==> src/design/abpe_pkg.sv <==
// ----------------------------------------------------------------------------
// abpe_pkg
// Shared types, constants and byte functions for the advertising frame encoder.
// ----------------------------------------------------------------------------
package abpe_pkg;

    // Frame geometry
    localparam int MAX_PAYLOAD = 18;
    localparam int FRAME_BYTES = 32;
    localparam int HDR_BYTES   = 11;
    localparam int CRC_BYTES   = 3;

    // Header and coding constants
    localparam logic [7:0]  HDR_PDU_TYPE = 8'h42;
    localparam logic [7:0]  HDR_LEN_BASE = 8'h09;
    localparam logic [7:0]  AD_LEN       = 8'h02;
    localparam logic [7:0]  AD_TYPE      = 8'h01;
    localparam logic [7:0]  AD_FLAGS     = 8'h05;
    localparam logic [23:0] CRC_INIT     = 24'h555555;
    localparam logic [23:0] CRC_POLY     = 24'h00065B;
    localparam logic [7:0]  WHITEN_TAP   = 8'h11;
    localparam logic [7:0]  SEED_OR      = 8'h02;
    localparam logic [7:0]  CHAN_BASE    = 8'd37;

    // Request codes
    localparam logic REQ_START   = 1'b0;
    localparam logic REQ_PAYLOAD = 1'b1;

    // Configuration register indexes
    localparam int   CFG_IDX_W = 1;
    localparam logic [CFG_IDX_W-1:0] CFG_ADDR = 1'b0;
    localparam logic [CFG_IDX_W-1:0] CFG_CHAN = 1'b1;
    localparam logic [1:0] CHAN_INVALID = 2'd3;

    // Command passed from front to back
    typedef enum logic [1:0] {
        CMD_START = 2'd0,
        CMD_DATA  = 2'd1,
        CMD_ERROR = 2'd2
    } cmd_kind_t;

    typedef struct packed {
        cmd_kind_t  kind;
        logic [7:0] value;   // length on start, byte on data
        logic       last;    // data byte closes the payload
    } cmd_t;

    typedef struct packed {
        logic [7:0] out_byte;
        logic       frame_end;
        logic       error_flag;
    } result_t;

    typedef struct packed {
        logic [7:0] lfsr;
        logic [7:0] data;
    } whiten_t;

    function automatic logic [7:0] rev8(input logic [7:0] b);
        logic [7:0] r;
        for (int i = 0; i < 8; i++) begin
            r[i] = b[7-i];
        end
        return r;
    endfunction

    // CRC-24 update, byte fed LSB first
    function automatic logic [23:0] crc_feed(input logic [23:0] crc, input logic [7:0] b);
        logic [23:0] c;
        logic        top;
        c = crc;
        for (int i = 0; i < 8; i++) begin
            top = c[23];
            c = {c[22:0], 1'b0};
            if (top != b[i]) begin
                c = c ^ CRC_POLY;
            end
        end
        return c;
    endfunction

    // Whitening of one byte, LSB first
    function automatic whiten_t whiten(input logic [7:0] lfsr, input logic [7:0] b);
        whiten_t w;
        w.lfsr = lfsr;
        w.data = b;
        for (int i = 0; i < 8; i++) begin
            if (w.lfsr[7]) begin
                w.lfsr = w.lfsr ^ WHITEN_TAP;
                w.data[i] = ~w.data[i];
            end
            w.lfsr = {w.lfsr[6:0], 1'b0};
        end
        return w;
    endfunction

    function automatic logic [7:0] chan_seed(input logic [1:0] ch);
        return rev8(CHAN_BASE + {6'b0, ch}) | SEED_OR;
    endfunction

endpackage

==> src/design/ble_advert_packet_encoder.sv <==
// ----------------------------------------------------------------------------
// ble_advert_packet_encoder
// BLE non-connectable advertising frame encoder, one radio byte per result.
// ----------------------------------------------------------------------------
// Input queue side: push/full. A start request (req_type 0) with a length up
// to 18 yields the 11 header bytes; each payload request (req_type 1) yields
// one byte; the last payload byte, or the header when the length is 0, is
// followed by the 3 CRC bytes and zero padding up to 32 bytes. A bad length
// or stray payload byte yields a single error result with frame_end set.
// Result queue side: empty/pop; out_byte/frame_end/error_flag show the oldest
// result while empty is low.
// Configuration: cfg_valid/cfg_ready (always ready), index 0 is the address,
// index 1 the channel; write only while the block is idle.
// A request is registered in the command queue and its first result in the
// result queue, when the sequencer is idle and the result queue has room.
// Throughput: one result per cycle, set by the back-end sequencer emitting one
// byte a cycle unless the output stalls; payload bytes flow at one per cycle,
// while header, CRC and padding bursts fill the 2-entry command queue and
// raise full. Reset clears both queues and the frame state. A stalled receiver
// fills the 2-entry result queue, halting the sequencer and then the input.
// ----------------------------------------------------------------------------
module ble_advert_packet_encoder (
    input  logic                          clk,
    input  logic                          rst_n,
    input  logic                          push,
    output logic                          full,
    input  logic                          req_type,
    input  logic [7:0]                    payload_length,
    input  logic [7:0]                    data_byte,
    output logic                          empty,
    input  logic                          pop,
    output logic [7:0]                    out_byte,
    output logic                          frame_end,
    output logic                          error_flag,
    input  logic                          cfg_valid,
    output logic                          cfg_ready,
    input  logic [abpe_pkg::CFG_IDX_W-1:0] cfg_index,
    input  logic [47:0]                   cfg_data
);

    logic [47:0]       station_address_reg;
    logic [1:0]        channel_index_reg;
    logic              cmd_valid, cmd_pop;
    abpe_pkg::cmd_t    cmd;
    abpe_pkg::result_t res;

    assign cfg_ready = 1'b1;

    // Configuration registers; an invalid channel code is dropped
    always_ff @(posedge clk or negedge rst_n)
    begin
        if (!rst_n) begin
            station_address_reg <= '0;
            channel_index_reg   <= '0;
        end else if (cfg_valid && cfg_ready) begin
            unique case (cfg_index)
                abpe_pkg::CFG_ADDR:
                begin
                    station_address_reg <= cfg_data;
                end
                abpe_pkg::CFG_CHAN:
                begin
                    if (cfg_data[1:0] != abpe_pkg::CHAN_INVALID) begin
                        channel_index_reg <= cfg_data[1:0];
                    end
                end
                default:
                begin
                end
            endcase
        end
    end

    abpe_front u_front (
        .clk            (clk),
        .rst_n          (rst_n),
        .push           (push),
        .full           (full),
        .req_type       (req_type),
        .payload_length (payload_length),
        .data_byte      (data_byte),
        .cmd_valid      (cmd_valid),
        .cmd            (cmd),
        .cmd_pop        (cmd_pop)
    );

    abpe_back u_back (
        .clk             (clk),
        .rst_n           (rst_n),
        .cmd_valid       (cmd_valid),
        .cmd             (cmd),
        .cmd_pop         (cmd_pop),
        .station_address (station_address_reg),
        .channel_index   (channel_index_reg),
        .empty           (empty),
        .pop             (pop),
        .res_out         (res)
    );

    assign out_byte   = res.out_byte;
    assign frame_end  = res.frame_end;
    assign error_flag = res.error_flag;

endmodule

==> src/design/abpe_front.sv <==
// ----------------------------------------------------------------------------
// abpe_front
// Accepts requests, tracks the open frame and queues classified commands.
// ----------------------------------------------------------------------------
module abpe_front (
    input  logic                 clk,
    input  logic                 rst_n,
    input  logic                 push,
    output logic                 full,
    input  logic                 req_type,
    input  logic [7:0]           payload_length,
    input  logic [7:0]           data_byte,
    output logic                 cmd_valid,
    output abpe_pkg::cmd_t       cmd,
    input  logic                 cmd_pop
);

    logic           frame_open_reg, frame_open_next;
    logic [4:0]     left_reg, left_next;
    abpe_pkg::cmd_t new_cmd;
    abpe_pkg::cmd_t q_mem [2];
    logic           wr_ptr_reg, rd_ptr_reg;
    logic [1:0]     count_reg;
    logic           accept;

    assign full      = (count_reg == 2'd2);
    assign accept    = push && !full;
    assign cmd_valid = (count_reg != 2'd0);
    assign cmd       = q_mem[rd_ptr_reg];

    // Classify the incoming request against the frame state
    always_comb
    begin
        frame_open_next = frame_open_reg;
        left_next       = left_reg;
        new_cmd.kind    = abpe_pkg::CMD_ERROR;
        new_cmd.value   = '0;
        new_cmd.last    = 1'b0;
        if (req_type == abpe_pkg::REQ_START) begin
            if (payload_length > 8'(abpe_pkg::MAX_PAYLOAD)) begin
                frame_open_next = 1'b0;
                left_next       = '0;
            end else begin
                new_cmd.kind    = abpe_pkg::CMD_START;
                new_cmd.value   = payload_length;
                frame_open_next = (payload_length != 8'd0);
                left_next       = payload_length[4:0];
            end
        end else if (frame_open_reg && left_reg != 5'd0) begin
            new_cmd.kind  = abpe_pkg::CMD_DATA;
            new_cmd.value = data_byte;
            new_cmd.last  = (left_reg == 5'd1);
            left_next     = left_reg - 5'd1;
            if (left_reg == 5'd1) begin
                frame_open_next = 1'b0;
            end
        end
    end

    // Frame tracking and queue pointers
    always_ff @(posedge clk or negedge rst_n)
    begin
        if (!rst_n) begin
            frame_open_reg <= 1'b0;
            left_reg       <= '0;
            wr_ptr_reg     <= 1'b0;
            rd_ptr_reg     <= 1'b0;
            count_reg      <= '0;
        end else begin
            if (accept) begin
                frame_open_reg <= frame_open_next;
                left_reg       <= left_next;
                wr_ptr_reg     <= ~wr_ptr_reg;
            end
            if (cmd_pop) begin
                rd_ptr_reg <= ~rd_ptr_reg;
            end
            if (accept && !cmd_pop) begin
                count_reg <= count_reg + 2'd1;
            end else if (!accept && cmd_pop) begin
                count_reg <= count_reg - 2'd1;
            end
        end
    end

    // Command storage
    always_ff @(posedge clk)
    begin
        if (accept) begin
            q_mem[wr_ptr_reg] <= new_cmd;
        end
    end

endmodule

==> src/design/abpe_back.sv <==
// ----------------------------------------------------------------------------
// abpe_back
// Frame sequencer: header, payload, CRC and padding bytes into a result queue.
// ----------------------------------------------------------------------------
module abpe_back (
    input  logic                 clk,
    input  logic                 rst_n,
    input  logic                 cmd_valid,
    input  abpe_pkg::cmd_t       cmd,
    output logic                 cmd_pop,
    input  logic [47:0]          station_address,
    input  logic [1:0]           channel_index,
    output logic                 empty,
    input  logic                 pop,
    output abpe_pkg::result_t    res_out
);

    typedef enum logic [3:0] {
        S_IDLE = 4'b0001,
        S_HDR  = 4'b0010,
        S_CRC  = 4'b0100,
        S_PAD  = 4'b1000
    } state_t;

    state_t             state_reg, state_next;
    logic [3:0]         idx_reg, idx_next;
    logic [4:0]         len_reg, len_next;
    logic [23:0]        crc_reg, crc_next;
    logic [7:0]         lfsr_reg, lfsr_next;
    logic [5:0]         emitted_reg, emitted_next;

    logic               emit, is_err, is_framed, feed_crc, use_seed;
    logic [7:0]         raw_byte;
    logic [7:0]         lfsr_base;
    logic [23:0]        crc_base;
    logic [5:0]         cnt_next;
    abpe_pkg::whiten_t  wht;
    abpe_pkg::result_t  res_new;

    abpe_pkg::result_t  oq_mem [2];
    logic               oq_wr_reg, oq_rd_reg;
    logic [1:0]         oq_count_reg;
    logic               space, out_pop;

    assign space   = (oq_count_reg != 2'd2);
    assign empty   = (oq_count_reg == 2'd0);
    assign out_pop = pop && !empty;
    assign res_out = oq_mem[oq_rd_reg];

    // Sequencer and byte datapath
    always_comb
    begin
        state_next = state_reg;
        idx_next   = idx_reg;
        len_next   = len_reg;
        cmd_pop    = 1'b0;
        emit       = 1'b0;
        is_err     = 1'b0;
        is_framed  = 1'b0;
        feed_crc   = 1'b0;
        use_seed   = 1'b0;
        raw_byte   = '0;

        unique case (state_reg)
            S_IDLE:
            begin
                if (cmd_valid && space) begin
                    cmd_pop = 1'b1;
                    emit    = 1'b1;
                    case (cmd.kind)
                        abpe_pkg::CMD_START:
                        begin
                            raw_byte   = abpe_pkg::HDR_PDU_TYPE;
                            use_seed   = 1'b1;
                            feed_crc   = 1'b1;
                            is_framed  = 1'b1;
                            len_next   = cmd.value[4:0];
                            idx_next   = 4'd1;
                            state_next = S_HDR;
                        end
                        abpe_pkg::CMD_DATA:
                        begin
                            raw_byte  = cmd.value;
                            feed_crc  = 1'b1;
                            is_framed = 1'b1;
                            if (cmd.last) begin
                                idx_next   = 4'd0;
                                state_next = S_CRC;
                            end
                        end
                        default:
                        begin
                            is_err = 1'b1;
                        end
                    endcase
                end
            end
            S_HDR:
            begin
                if (space) begin
                    emit      = 1'b1;
                    feed_crc  = 1'b1;
                    is_framed = 1'b1;
                    case (idx_reg)
                        4'd1:    raw_byte = abpe_pkg::HDR_LEN_BASE + {3'b0, len_reg};
                        4'd2:    raw_byte = station_address[7:0];
                        4'd3:    raw_byte = station_address[15:8];
                        4'd4:    raw_byte = station_address[23:16];
                        4'd5:    raw_byte = station_address[31:24];
                        4'd6:    raw_byte = station_address[39:32];
                        4'd7:    raw_byte = station_address[47:40];
                        4'd8:    raw_byte = abpe_pkg::AD_LEN;
                        4'd9:    raw_byte = abpe_pkg::AD_TYPE;
                        default: raw_byte = abpe_pkg::AD_FLAGS;
                    endcase
                    if (idx_reg == 4'(abpe_pkg::HDR_BYTES - 1)) begin
                        idx_next   = 4'd0;
                        state_next = (len_reg == 5'd0) ? S_CRC : S_IDLE;
                    end else begin
                        idx_next = idx_reg + 4'd1;
                    end
                end
            end
            S_CRC:
            begin
                if (space) begin
                    emit      = 1'b1;
                    is_framed = 1'b1;
                    case (idx_reg)
                        4'd0:    raw_byte = abpe_pkg::rev8(crc_reg[23:16]);
                        4'd1:    raw_byte = abpe_pkg::rev8(crc_reg[15:8]);
                        default: raw_byte = abpe_pkg::rev8(crc_reg[7:0]);
                    endcase
                    if (idx_reg == 4'(abpe_pkg::CRC_BYTES - 1)) begin
                        idx_next   = 4'd0;
                        state_next = (emitted_reg == 6'(abpe_pkg::FRAME_BYTES - 1))
                                     ? S_IDLE : S_PAD;
                    end else begin
                        idx_next = idx_reg + 4'd1;
                    end
                end
            end
            S_PAD:
            begin
                if (space) begin
                    emit = 1'b1;
                    if (emitted_reg == 6'(abpe_pkg::FRAME_BYTES - 1)) begin
                        state_next = S_IDLE;
                    end
                end
            end
            default:
            begin
                state_next = S_IDLE;
            end
        endcase

        // Whitening, CRC and count
        lfsr_base = use_seed ? abpe_pkg::chan_seed(channel_index) : lfsr_reg;
        crc_base  = use_seed ? abpe_pkg::CRC_INIT : crc_reg;
        wht       = abpe_pkg::whiten(lfsr_base, raw_byte);
        cnt_next  = (use_seed ? 6'd0 : emitted_reg) + 6'd1;

        lfsr_next    = lfsr_reg;
        crc_next     = crc_reg;
        emitted_next = emitted_reg;
        if (emit && !is_err) begin
            emitted_next = cnt_next;
            if (is_framed) begin
                lfsr_next = wht.lfsr;
            end
            if (feed_crc) begin
                crc_next = abpe_pkg::crc_feed(crc_base, raw_byte);
            end
        end

        if (is_err) begin
            res_new.out_byte   = '0;
            res_new.frame_end  = 1'b1;
            res_new.error_flag = 1'b1;
        end else begin
            res_new.out_byte   = is_framed ? abpe_pkg::rev8(wht.data) : 8'h00;
            res_new.frame_end  = (cnt_next == 6'(abpe_pkg::FRAME_BYTES));
            res_new.error_flag = 1'b0;
        end
    end

    // Sequencer state
    always_ff @(posedge clk or negedge rst_n)
    begin
        if (!rst_n) begin
            state_reg   <= S_IDLE;
            idx_reg     <= '0;
            len_reg     <= '0;
            crc_reg     <= abpe_pkg::CRC_INIT;
            lfsr_reg    <= '0;
            emitted_reg <= '0;
        end else begin
            state_reg   <= state_next;
            idx_reg     <= idx_next;
            len_reg     <= len_next;
            crc_reg     <= crc_next;
            lfsr_reg    <= lfsr_next;
            emitted_reg <= emitted_next;
        end
    end

    // Result queue pointers
    always_ff @(posedge clk or negedge rst_n)
    begin
        if (!rst_n) begin
            oq_wr_reg    <= 1'b0;
            oq_rd_reg    <= 1'b0;
            oq_count_reg <= '0;
        end else begin
            if (emit) begin
                oq_wr_reg <= ~oq_wr_reg;
            end
            if (out_pop) begin
                oq_rd_reg <= ~oq_rd_reg;
            end
            if (emit && !out_pop) begin
                oq_count_reg <= oq_count_reg + 2'd1;
            end else if (!emit && out_pop) begin
                oq_count_reg <= oq_count_reg - 2'd1;
            end
        end
    end

    // Result storage
    always_ff @(posedge clk)
    begin
        if (emit) begin
            oq_mem[oq_wr_reg] <= res_new;
        end
    end

endmodule

==> config.mk <==
export PLATFORM = sky130hd
export DESIGN_NAME = ble_advert_packet_encoder
export DESIGN_NICKNAME = d
export VERILOG_FILES = /design/src/design/abpe_pkg.sv /design/src/design/ble_advert_packet_encoder.sv /design/src/design/abpe_front.sv /design/src/design/abpe_back.sv
export SDC_FILE = /design/constraint.sdc
export NUM_CORES = 1
export LEC_CHECK = 0
export ABC_AREA = 1
export BUFFER_PORTS_ARGS = -buffer_cell sky130_fd_sc_hd__buf_2
export CAP_MARGIN = 20
export CORE_MARGIN = 2
export CORE_UTILIZATION = 51
export DETAILED_ROUTE_END_ITERATION = 10
export MAX_ROUTING_LAYER = met4
export PLACE_DENSITY = 0.7
export SYNTH_ARGS = -nofsm -noshare
export SYNTH_HDL_FRONTEND = slang
export SYNTH_SLANG_ARGS = --single-unit
==> constraint.sdc <==
create_clock -name clk -period 2.5 [get_ports clk]
set_input_delay 0.125 -clock clk [delete_from_list [all_inputs] [get_ports clk]]
set_output_delay 0.125 -clock clk [all_outputs]
set_load 0.1 [all_outputs]
* Word-level counts from Yosys, hierarchy flattened
Memories as Yosys holds them, arrays and structs flattened.
Index checks and enable logic that the tools add are counted.
** Storage, ports and cells
- Register bits :: 114
- Memory bits (writable) :: 42
- Logic and storage cells :: 237
- Output and inout port bits :: 13
- Memories :: 2
- Bits of input ports :: 71
** Memories
- u_front.q_mem :: words 2, bits a word 11, read ports 1, clocked after Yosys merged registers in 0, wr ports 1, line abpe_front.sv:21 : abpe_pkg::cmd_t q_mem [2];
- u_back.oq_mem :: words 2, bits a word 10, read ports 1, clocked after Yosys merged registers in 0, wr ports 1, line abpe_back.sv:40 : abpe_pkg::result_t oq_mem [2];
** Cells by class
- Bitwise operators :: 29
- Eq/ne operators :: 40
- Add/sub/neg operators :: 9
- Reductions and logical operators :: 38
- $lt $le $gt $ge :: 1
- Muxes and demuxes :: 102
** Operators with widths (number)
- $mux 24 :: 15
- $mux 11 :: 9
- $pmux 8 s9 :: 1
- $mux 4 :: 15
- $not 7->7 :: 8
- $mux 5 :: 10
- $mux 8 :: 5
- $pmux 8 s2 :: 2
- $mux 10 :: 3
- $mux 1 :: 27
- $pmux 8 s3 :: 1
- $eq 4x3->1 const B :: 5
- $ne 2x1->1 const B :: 9
- $eq 4x4->1 const B :: 4
- $not 2->2 :: 8
- $pmux 4 s2 :: 2
- $pmux 4 s4 :: 1
- $not 1->1 :: 13
- $eq 4x2->1 const B :: 3
- $mux 6 :: 2
- $pmux 4 s3 :: 1
- $logic_and 1x1->1 :: 9
- $reduce_and 3->1 :: 3
- $reduce_and 9->1 :: 1
- 32 further kinds :: 62

* Depth between registers and ports, before layout
Gate-level depths: netlist of run 1.
An unclocked memory read counts as a cell.
- Depth in word-level cells :: 36
- Depth in mapped cells :: 20
- Mapped depth without buffers :: 19

* Hierarchy
Synthesis of run 1 repeated with hierarchy kept, for this count alone.
** Unflattened totals
- Cells, all modules :: 1179
- Area total of the unflattened synthesis :: 8916.1 um^2
** By module, submodules not included
- abpe_back :: seq. area each 1968.1 um^2, times used 1, cells an instance 786, area each 5256.3 um^2
- ble_advert_packet_encoder :: seq. area each 1251.2 um^2, times used 1, cells an instance 223, area each 2047.0 um^2
- abpe_front :: seq. area each 910.9 um^2, times used 1, cells an instance 170, area each 1612.8 um^2

* Least setup slack after synthesis of run 1
Ideal clock, no wire load.
- Path kind :: reg2reg
- Start point :: reg u_back.state_reg[0]
- End point :: mem u_back.oq_mem[0][1] (netlist name) (data pin)
- Setup time :: 269 ps
- Setup slack :: -27 ps
- Clock period less this slack :: 2527 ps
- Path buffers :: 3
- Arrival :: 2258 ps
- Cell stages (with the launch flop) :: 13
- Data required time :: 2231 ps
- Cells stage by stage :: dfstp_2 -> nand3_1 -> inv_1 -> nand2_2 -> nor2_4 -> buf_4 -> buf_2 -> clkbuf_1 -> nor2_1 -> ha_1 -> nand3_1 -> xor2_1 -> o22ai_1
** RTL lines
- start: declaration :: line abpe_back.sv:25 : state_t state_reg, state_next;
- start signal: assignment :: line abpe_back.sv:199 : state_reg <= state_next;
- end: declaration :: line abpe_back.sv:40

* Worst setup path after layout of run 1
- Start point :: reg u_back.idx_reg[0]
- End point :: reg u_back.crc_reg[7]
** Between the ends
- Cells in the longest elaborated chain, start to end :: 31
- Elaborated cells between the ends (all ways) :: 46
- Classes of those cells :: 14 x eq/ne; 27 x mux; 4 x bitwise; 1 x reduce/logical
** RTL lines
- start: declaration :: line abpe_back.sv:26 : logic [3:0] idx_reg, idx_next;
- start signal: assignment :: line abpe_back.sv:200 : idx_reg <= idx_next;
- $eq 4x4->1, or another cell as far along :: line abpe_back.sv:104 : case (idx_reg)
- $pmux 8 s9 / $pmux 8 s2 (equally long branches) :: line abpe_back.sv:104, abpe_back.sv:129
- $mux 8, on equally long branches :: line abpe_back.sv:100, abpe_back.sv:126
- $pmux 8 s3 * :: line abpe_back.sv:64 : unique case (state_reg)
- $ne 1x1->1 :: line abpe_pkg.sv:75 : if (top != b[i]) begin
- $mux 11 :: line abpe_pkg.sv:75
- $mux 24 :: line abpe_back.sv:172 : if (feed_crc) begin
- $mux 24 :: line abpe_back.sv:167 : if (emit && !is_err) begin
- [... 15 more ...]
- $mux 11 :: line abpe_pkg.sv:75
- $mux 24 :: line abpe_back.sv:172
- $mux 24 :: line abpe_back.sv:167
- $not 7->7 (no line)
- $mux 11 * :: line abpe_pkg.sv:75
- $mux 24 * :: line abpe_back.sv:172
- $mux 24 * :: line abpe_back.sv:167
- $mux 11 * :: line abpe_pkg.sv:75
- end signal: assignment :: line abpe_back.sv:195 : crc_reg <= abpe_pkg::CRC_INIT;
- end signal: assignment :: line abpe_back.sv:202 : crc_reg <= crc_next;
- end: declaration :: line abpe_back.sv:28 : logic [23:0] crc_reg, crc_next;
Every way passes the cells marked *; elsewhere a longest branch is shown, timed or not. The select of a mux whose other input is x is not followed.
A chain may end at the register's enable or synchronous reset.

==> results of run 1 <==
-- repair_timing --
action	in CTS	in global routing
gates cloned	0	1
buffers inserted	0	7
pin swaps	0	5
endpoints found under the hold margin	154	0
setup endpoints to repair	9	40
gates resized for setup	1	44
hold buffers	53	0
-- final cells by class --
| class | count | area (sq um) |
|---|---|---|
| fill | 1337 | 5746 |
| sequential | 156 | 4136 |
| multi-input combinational | 770 | 4033 |
| timing repair buffer | 177 | 1326 |
| inverter | 113 | 435.4 |
| clock buffer | 17 | 425.4 |
| tap | 220 | 275.3 |
| clock inverter | 15 | 147.6 |
-- critical path, delay by kind of cell (launching register included) --
| kind | cells | cell delay (ps) |
|---|---|---|
| and+or+nand+nor | 13 | 1450 |
| buffers and inverters | 2 | 300 |
| DFF | 1 | 500 |
-- report_power, final --
group / internal (uW) / total [uW] / switching (uW)
clock: 1330 / 2520 / 1190
sequential: 3640 / 4260 / 622
combinational: 2600 / 7820 / 5230
-- cell families (layout without fill, tap and decap cells) --
kind of cell,after synthesis,count (layout)
XOR/XNOR,23,23
adder cells (fa/ha/maj),8,8
AO/OA/AOI/OAI,104,104
other,1,1
flip-flops,156,156
multiplexers,47,47
AND/OR/NAND/NOR,587,587
buffers and inverters,138,322
-- worst paths after layout --
path,startpoint,to,slack [ps],cells after the start
setup / recovery,u_back.idx_reg[0],u_back.crc_reg[7],150,15
hold / removal,data_byte[1],u_front.q_mem[1][2],20,3
setup reg to reg,u_back.idx_reg[0],u_back.crc_reg[7],150,15
hold reg to reg,u_back.lfsr_reg[1],u_back.lfsr_reg[1],490,2
max in group asynchronous,rst_n,u_back.idx_reg[1],1660,3
min in group asynchronous,rst_n,u_front.left_reg[0],40,2
-- metrics by stage --
stage                     setup slack, ps  total power, uW  TNS [ps]  hold slack, ps  cells
final                               150.5            14610         0           22.07   1468
after global routing               -16.44            15720    -39.34           37.30   1468
after CTS                           2.664            14300         0           17.62   1460
after detailed placement           -78.31            11700    -163.7          -50.13   1375
after global placement             -55.06            11630    -101.2          -48.37   1375
after floorplan                     57.07             9787         0          -170.6   1064
-- layer usage --
metal / GRT usage / vias to the layer above / routed length [microns]
met1: 0.3491 / 3493 / 10130
li1: - / 3775 / -
met5: - / - / 0
met4: 0.07092 / 0 / 409
met2: 0.4274 / 241 / 10770
met3: 0.04535 / 38 / 1091
-- layout by cell type, fill, tap and decap left out, types with 29 or more instances in the layout --
cell type / Yosys / final
dlygate4sd3_1: 0 / 53
buf_2: 8 / 81
nand2_1: 353 / 338
mux2_2: 47 / 47
buf_4: 2 / 38
inv_1: 97 / 93
dfrtp_1: 101 / 96
nand3_1: 94 / 93
nand2_2: 16 / 29
o21ai_0: 66 / 65
nor2_1: 95 / 86
edfxtp_1: 42 / 42
==> impl_metrics.py, run 1 <==
metrics = {
    "timing": {
        "hold_viol": 0,
        "worst_slew_pin_slew_ps": 1017,
        "finalSetupViolCount": 0,
        "fin_crit_ps": 2349,
        "rsz0062_at_grt": "yes",
        "maxSlewViolCount": 0,
        "slew_headroom": 0.3192,
        "fin_skew_ps": 14.31,
        "fmax_mhz": 425.6,
        "period_share": 0.9398,
    },
    "power_and_ir_drop": {
        "vdd_drop_max_uv": 1178,
        "p_per_area_nw_per_um2": 1355,
        "leakage_uw": 0.005259,
    },
    "yosys": {
        "synth.most_common_cell": "nand2_1",
        "postSynthAreaPerCell_sq_um": 8.090,
        "synthAdderAreaFrac": 0.01163,
        "async_reset_ff_frac": 0.7308,
        "synth_common_cells": "nand2_1 (353), dfrtp_1 (101), inv_1 (97)",
        "synth-xor-area-share": 0.02863,
        "ys.flop_type": "dfrtp_1",
        "synth-seq-cells": 156,
        "yosysTopAreaCellShare": 0.2936,
        "synth_top_family_by_area": "simple AND/OR/NAND/NOR gates",
        "yosysSeqAreaShare": 0.4798,
        "syn_inst": 1064,
        "yosys_warnings": 0,
        "synth_compound_area_frac": 0.06686,
        "ys_types": 47,
        "yosys.area_share.simple": 0.2881,
        "synth.area.top_cells": "dfrtp_1 (29%), nand2_1 (15%), edfxtp_1 (15%)",
        "synth_edf_count": 42,
        "synth.cell_area_sq_um": 8608,
        "synthMuxAreaShare": 0.06148,
        "syn_nets": 1143,
        "yosysTopAreaCell": "dfrtp_1",
    },
    "global_route": {
        "antenna_found_initial": 0,
        "grt_pass1_vias": 7113,
        "grt_util_all_layers": 0.2649,
        "grt_pass1_wl_mm": 35.98,
        "grt_max_degree": 68,
        "grt_overflow_total": 0,
    },
    "worst_setup_path": {
        "crit_top_cell": "nand2_1",
        "cp_slowest_cell": "dfrtp_2",
        "end_kind": "register",
        "startpoint_type": "register",
        "slowest_delay_ps": 500,
        "cp_cell_sequence": "inv_4 -> nand2_2 -> nor2_4 -> buf_4 -> nand2_1 -> nand3_1 -> nand2_1 -> nand2_2 -> nand2_1 -> nand2_1 -> nand2_1 -> nand3_1 -> nand3b_1 -> nand3_1 -> nand2_1",
        "worstPathRequired_ps": 2820,
        "path_class": "reg2reg",
        "cp.arrival_ps": 2670,
        "worst-path-max-fanout": 9,
    },
    "placed_design": {
        "io_buffers": 82,
        "finalWeightedCongestion": 0.9355,
        "place_hpwl_mm": 15.81,
        "postPlaceCellArea_sq_um": 9473,
    },
    "cells_and_area": {
        "insertedDiodeCount": 0,
        "area_delta_synth_final_pct": 25.22,
        "fin_area_sq_um": 10780,
        "largest_register_ffs": 48,
        "final_core_util": 0.6523,
        "drive_above_1_share": 0.2396,
        "final_nets": 1314,
    },
    "floorplan": {
        "die_y_microns": 133.9,
        "fp-row-count": 47,
        "initial_utilization": 0.5209,
        "coreArea_sq_um": 16520,
        "pin_count": 84,
        "chipWidth_microns": 133.9,
        "die-area_sq_um": 17930,
    },
    "detailed_routing": {
        "wl_per_cell_microns": 15.26,
        "firstDrtPassIters": 7,
        "post_drt_via_cell_ratio": 5.141,
        "routed_wl_mm": 22.41,
        "antenna_left": 0,
        "num_vias": 7547,
        "drt_iter0_drc": 546,
        "drc": 0,
    },
    "status": {
        "status": "completed",
    },
    "clocking": {
        "root_buffer": "clkbuf_16",
        "clk_pin_slew_ps": 70,
        "cts_htree_levels": 4,
        "numClockSinks": 156,
        "clk_latency_ps": 430,
        "cts_tree": "built",
        "clk_path_buf_depth": 2,
        "cts_buffers": 17,
    },
    "run": {
        "cap_violations": 0,
    },
    "min_path": {
        "min_path_type": "in2reg",
    },
}
(Power assumes the default switching activity.)
==> inputs of run 2 (changes only) <==
--- a/config.mk
+++ b/config.mk
@@ -8,6 +8,7 @@
 export ABC_AREA = 1
 export BUFFER_PORTS_ARGS = -buffer_cell sky130_fd_sc_hd__buf_2
 export CAP_MARGIN = 20
+export CORE_ASPECT_RATIO = 2
 export CORE_MARGIN = 2
 export CORE_UTILIZATION = 51
 export DETAILED_ROUTE_END_ITERATION = 10
==> impl_metrics.py, run 2 (synthesis results as in run 1) <==
metrics = {
    "clocking": {
        "root_buffer": "clkbuf_16",
        "clk_latency_ps": 430,
        "cts_htree_levels": 4,
        "numClockSinks": 156,
        "cts_buffers": 17,
        "cts_tree": "built",
        "clk_pin_slew_ps": 70,
        "clk_path_buf_depth": 2,
    },
    "worst_setup_path": {
        "end_kind": "register",
        "startpoint_type": "register",
        "ff2ff_path_depth": 13,
        "reg2reg_from": "u_back.state_reg[2]",
        "timing.rr.end": "u_back.oq_mem[1][2]",
        "worst-path-max-fanout": 15,
        "r2r_slack_ps": 140,
        "cp_cell_sequence": "nor2_1 -> nand3_2 -> inv_2 -> nand2_2 -> nor2_4 -> buf_12 -> buf_12 -> nand2_2 -> o21ai_4 -> inv_2 -> xor2_4 -> xnor2_1 -> nor2_1",
        "cp_slowest_cell": "dfrtp_1",
        "cp.arrival_ps": 2540,
        "path_class": "reg2reg",
        "slowest_delay_ps": 400,
        "worstPathRequired_ps": 2680,
    },
    "timing": {
        "worst_slew_pin_slew_ps": 965.1,
        "holdWs_ps": 27.18,
        "slew_headroom": 0.3542,
        "fin_crit_ps": 2364,
        "fmax_mhz": 423.0,
        "finalSetupViolCount": 0,
        "fin_skew_ps": 7.060,
        "timing.setup.tns_ps": 0,
        "rsz0062_at_grt": "yes",
        "hold_viol": 0,
        "maxSlewViolCount": 0,
        "period_share": 0.9457,
        "setup_slack_ps": 135.9,
    },
    "min_path": {
        "holdPathStages": 3,
        "min_path_type": "in2reg",
        "min_to": "u_front.left_reg[3]",
        "min_from": "payload_length[3]",
    },
    "floorplan": {
        "coreArea_sq_um": 16680,
        "die_y_microns": 187.7,
        "pin_count": 84,
        "initial_utilization": 0.5160,
        "die-area_sq_um": 18000,
        "fp-row-count": 67,
        "chipWidth_microns": 95.87,
    },
    "global_route": {
        "grt_util_all_layers": 0.2903,
        "grt_overflow_total": 0,
        "grt_pass1_vias": 7784,
        "antenna_found_initial": 0,
        "grt_max_degree": 54,
        "grt_pass1_wl_mm": 38.36,
    },
    "cells_and_area": {
        "fillers": 1419,
        "stdcell_count": 1461,
        "largest_register_ffs": 48,
        "final_common_cell": "nand2_1",
        "final_nets": 1320,
        "layout_common_cells": "nand2_1 (339), dfrtp_1 (98), inv_1 (94)",
        "drive_above_1_share": 0.2360,
        "area_delta_synth_final_pct": 25.62,
        "insertedDiodeCount": 0,
    },
    "power_and_ir_drop": {
        "p_int_uw": 7907,
        "p_per_area_nw_per_um2": 1389,
        "p_seq_frac": 0.284,
        "leakage_uw": 0.005297,
        "p_comb_frac": 0.534,
        "p_sw_frac": 0.4735,
        "power.switching_uw": 7110,
        "vdd_drop_max_uv": 659.4,
        "clkPwrFrac": 0.181,
    },
    "detailed_routing": {
        "drt_iter0_drc": 470,
        "wl_per_cell_microns": 16.23,
        "post_drt_via_cell_ratio": 5.233,
        "num_vias": 7645,
        "firstDrtPassIters": 5,
        "drc": 0,
        "routed_wl_mm": 23.71,
        "antenna_left": 0,
    },
    "run": {
        "cap_violations": 0,
    },
    "status": {
        "status": "completed",
    },
    "placed_design": {
        "dpl_worst_slack_ps": 36.58,
        "io_buffers": 82,
        "dp_cells": 1376,
        "finalWeightedCongestion": 0.9786,
        "place_hpwl_mm": 17.48,
    },
}
==> run 2: final cells by class <==
class	count	area (sq um)	area share
Sequential cell	156	4134	0.3823
Multi-Input combinational cell	770	4026	0.3723
Timing Repair Buffer	183	1349	0.1247
Clock buffer	20	457.9	0.04235
Inverter	113	426.7	0.03945
Tap cell	207	259.0	0.02395
Clock inverter	12	161.4	0.01493
==> run 2: per-layer routing <==
layer,part of all wire,global-route usage,wire [microns],vias to the layer above
li1,-,-,-,3792
met1,0.35,0.2898,8330,3519
met2,0.55,0.5126,12970,247
met3,0.037,0.04540,889,87
met4,0.064,0.1720,1523,0
met5,0,-,0,-
==> run 2: power by group through the flow <==
stage                     Clock (uW)  Sequential, uW  Combinational [uW]
final                           2720            4270                8020
after global routing            2860            4360                8930
after CTS                       2760            4240                7810
after detailed placement           0            4280                7700
after global placement             0            4260                7590
after floorplan                    0            3990                5790
==> run 2: worst max-delay path by stage <==
stage / slack [ps] / to / startpoint
final: 140 / u_back.oq_mem[1][2] / u_back.state_reg[2]
after global routing: -50 / u_back.crc_reg[9] / u_back.idx_reg[1]
after detailed placement: 40 / u_back.crc_reg[9] / u_back.idx_reg[0]
after floorplan: 60 / u_back.oq_mem[0][1] / u_back.state_reg[0]
after CTS: 9 / u_back.crc_reg[9] / u_back.idx_reg[0]
after global placement: 60 / u_back.crc_reg[9] / u_back.idx_reg[0]
==> run 2: repair_timing <==
action,4_1_cts,5_1_grt
setup endpoints to repair,0,47
hold buffers,51,0
gates resized for setup,0,36
hold endpoints to repair,84,0
buffers inserted,0,2
==> run 2: critical path: cells and delay by family, from the launching register on <==
kind | cells | cell delay, ps
AND/OR/NAND/NOR | 6 | 710
buffers and inverters | 4 | 540
flip-flops | 1 | 400
XOR/XNOR | 2 | 340
AO/OA/AOI/OAI | 1 | 100
==> run 2: through the flow <==
step | total power, uW | utilization | cell area [sq um]
floorplan | 9787 | - | 8610
global placement | 11850 | 0.5739 | 9574
detailed placement | 11980 | 0.5739 | 9574
CTS | 14810 | 0.6416 | 10700
global route | 16150 | 0.6482 | 10810
finish | 15020 | 0.6482 | 10810
==> inputs of run 3 (changes only) <==
--- a/config.mk
+++ b/config.mk
@@ -12,6 +12,7 @@
 export CORE_MARGIN = 2
 export CORE_UTILIZATION = 51
 export DETAILED_ROUTE_END_ITERATION = 10
+export GPL_TIMING_DRIVEN = 0
 export MAX_ROUTING_LAYER = met4
 export PLACE_DENSITY = 0.7
 export SYNTH_ARGS = -nofsm -noshare
==> impl_metrics.py, run 3 (synthesis results as in run 1) <==
metrics = {
    "worst_setup_path": {
        "crit_top_cell": "nand2_1",
        "reg2reg_from": "u_front.rd_ptr_reg",
        "critPathTopFamily": "simple AND/OR/NAND/NOR gates",
        "cp.arrival_ps": 2660,
        "path_buf_inv": 3,
        "cp_cell_sequence": "buf_4 -> clkbuf_4 -> nand2_1 -> and2_1 -> nand2_1 -> nand3_1 -> nand2_1 -> inv_1 -> nand2_1 -> nand2_1 -> nand2_2 -> nand2_1 -> nand3_1 -> nand3_1 -> nand2_1 -> o21ai_0",
        "timing.rr.end": "u_back.crc_reg[5]",
        "path_class": "reg2reg",
        "ff2ff_path_depth": 16,
        "startpoint_type": "register",
        "worstPathRequired_ps": 2790,
        "cp_slowest_cell": "dfrtp_2",
        "worst-path-max-fanout": 10,
        "end_kind": "register",
        "slowest_delay_ps": 410,
        "r2r_slack_ps": 130,
    },
    "floorplan": {
        "die_y_microns": 187.7,
        "fp-row-count": 67,
        "die-area_sq_um": 18000,
        "coreArea_sq_um": 16680,
        "chipWidth_microns": 95.87,
        "initial_utilization": 0.5160,
        "pin_count": 84,
    },
    "timing": {
        "fmax_mhz": 421.7,
        "rsz0062_at_grt": "yes",
        "slew_headroom": 0.3479,
        "fin_skew_ps": 11.82,
        "worst_slew_pin_slew_ps": 974.5,
        "hold_viol": 0,
        "fin_crit_ps": 2371,
        "setup_slack_ps": 128.5,
        "finalSetupViolCount": 0,
        "maxSlewViolCount": 0,
        "period_share": 0.9486,
    },
    "cells_and_area": {
        "multiInputGateArea_sq_um": 4158,
        "insertedDiodeCount": 0,
        "drive_above_1_share": 0.2448,
        "final_nets": 1316,
        "layout_common_cells": "nand2_1 (326), dfrtp_1 (99), inv_1 (93)",
        "fillers": 1360,
        "stdcell_count": 1457,
        "final_common_cell": "nand2_1",
        "ff_latch_area_sq_um": 4133,
        "largest_register_ffs": 48,
        "area_delta_synth_final_pct": 26.61,
    },
    "detailed_routing": {
        "firstDrtPassIters": 5,
        "routed_wl_mm": 23.90,
        "post_drt_via_cell_ratio": 5.290,
        "wl_per_cell_microns": 16.40,
        "antenna_left": 0,
        "drt_iter0_drc": 456,
        "drc": 0,
        "num_vias": 7707,
    },
    "global_route": {
        "antenna_found_initial": 0,
        "grt_pass1_wl_mm": 38.24,
        "grt_util_all_layers": 0.2901,
        "grt_max_degree": 91,
        "grt_pass1_vias": 7780,
        "grt_overflow_total": 0,
    },
    "clocking": {
        "clk_path_buf_depth": 2,
        "cts_tree": "built",
        "clk_pin_slew_ps": 60,
        "root_buffer": "clkbuf_16",
        "clk_latency_ps": 440,
        "numClockSinks": 156,
        "cts_htree_levels": 4,
        "cts_buffers": 17,
    },
    "placed_design": {
        "dpl_worst_slack_ps": -418.4,
        "place_hpwl_mm": 17.30,
        "dp_cells": 1354,
        "io_buffers": 82,
        "finalWeightedCongestion": 0.9938,
    },
    "power_and_ir_drop": {
        "p_per_area_nw_per_um2": 1383,
        "leakage_uw": 0.005253,
        "vdd_drop_max_uv": 720.1,
    },
    "min_path": {
        "min_to": "u_front.left_reg[3]",
        "holdPathStages": 3,
        "min_path_type": "in2reg",
        "min_from": "payload_length[3]",
    },
    "run": {
        "cap_violations": 0,
    },
    "status": {
        "status": "completed",
    },
}
-- run 3: cell count changes in the layout (fill, tap and decap cells not counted), sizes merged --
cell | before | now
inv | 114 | 111
bufinv | 3 | 1
clkbuf | 20 | 34
dlygate4sd3 | 51 | 55
buf | 132 | 115
-- run 3: stage by stage --
step	setup TNS [ps]	util	total power (uW)	area, sq um	hold slack, ps
CTS	-26.30	0.6320	14430	10540	4.341
finish	0	0.6533	15070	10900	16.83
floorplan	0	-	9787	8610	-170.6
global route	-126.7	0.6533	16160	10900	51.29
global placement	-21950	0.5562	11430	9279	358.2
detailed placement	-3025	0.5582	11630	9313	13.29
-- run 3: per-layer routing --
metal | track usage | up-vias | share of wire
met2 | 0.5116 | 254 | 0.55
met1 | 0.2858 | 3579 | 0.35
li1 | - | 3777 | -
met3 | 0.04219 | 97 | 0.036
met5 | - | - | 0
met4 | 0.1857 | 0 | 0.069
-- run 3: worst max-delay path by stage --
| stage | from | slack (ps) | endpoint | depth (start not counted) |
|---|---|---|---|---|
| final | u_front.rd_ptr_reg | 130 | u_back.crc_reg[5] | 16 |
| after global routing | u_back.idx_reg[2] | -50 | u_back.crc_reg[7] | 16 |
| after CTS | u_back.state_reg[0] | -4 | u_back.oq_mem[0][9] | 6 |
| after detailed placement | u_back.state_reg[0] | -420 | u_back.oq_mem[1][1] | 12 |
| after global placement | u_back.state_reg[0] | -410 | u_back.oq_mem[0][1] | 12 |
| after floorplan | u_back.state_reg[0] | 60 | u_back.oq_mem[0][1] | 12 |
-- run 3: power by group --
group	total (uW)	leakage [uW]	internal, uW	switching (uW)
clock network	2620	0.000290	1570	1050
logic	8270	0.00321	2670	5600
registers	4180	0.00176	3640	544
total	15100	0.00525	7880	7190
-- run 3: final cells by class --
type / instances / area share
clock inverter: 7 / 0.007003
multi-input combinational: 770 / 0.3815
tap: 207 / 0.02376
timing repair buffer: 155 / 0.1053
clock buffer: 25 / 0.04844
buffer: 24 / 0.01446
inverter: 113 / 0.04041
sequential: 156 / 0.3792
-- run 3: timing repair --
item / 4_1_cts / 5_1_grt
gates resized for setup: 21 / 83
hold buffers: 55 / 0
hold endpoints to repair: 163 / 0
pin swaps: 2 / 12
endpoints found under the setup margin: 47 / 56
buffers inserted: 2 / 15
-- run 3: worst reg2reg max path: cells and delay by family, from the launching register on --
| kind | cells | cell delay (ps) |
|---|---|---|
| flops | 1 | 410 |
| compound gates | 1 | 90 |
| simple gates | 12 | 1340 |
| buf+inv | 3 | 390 |
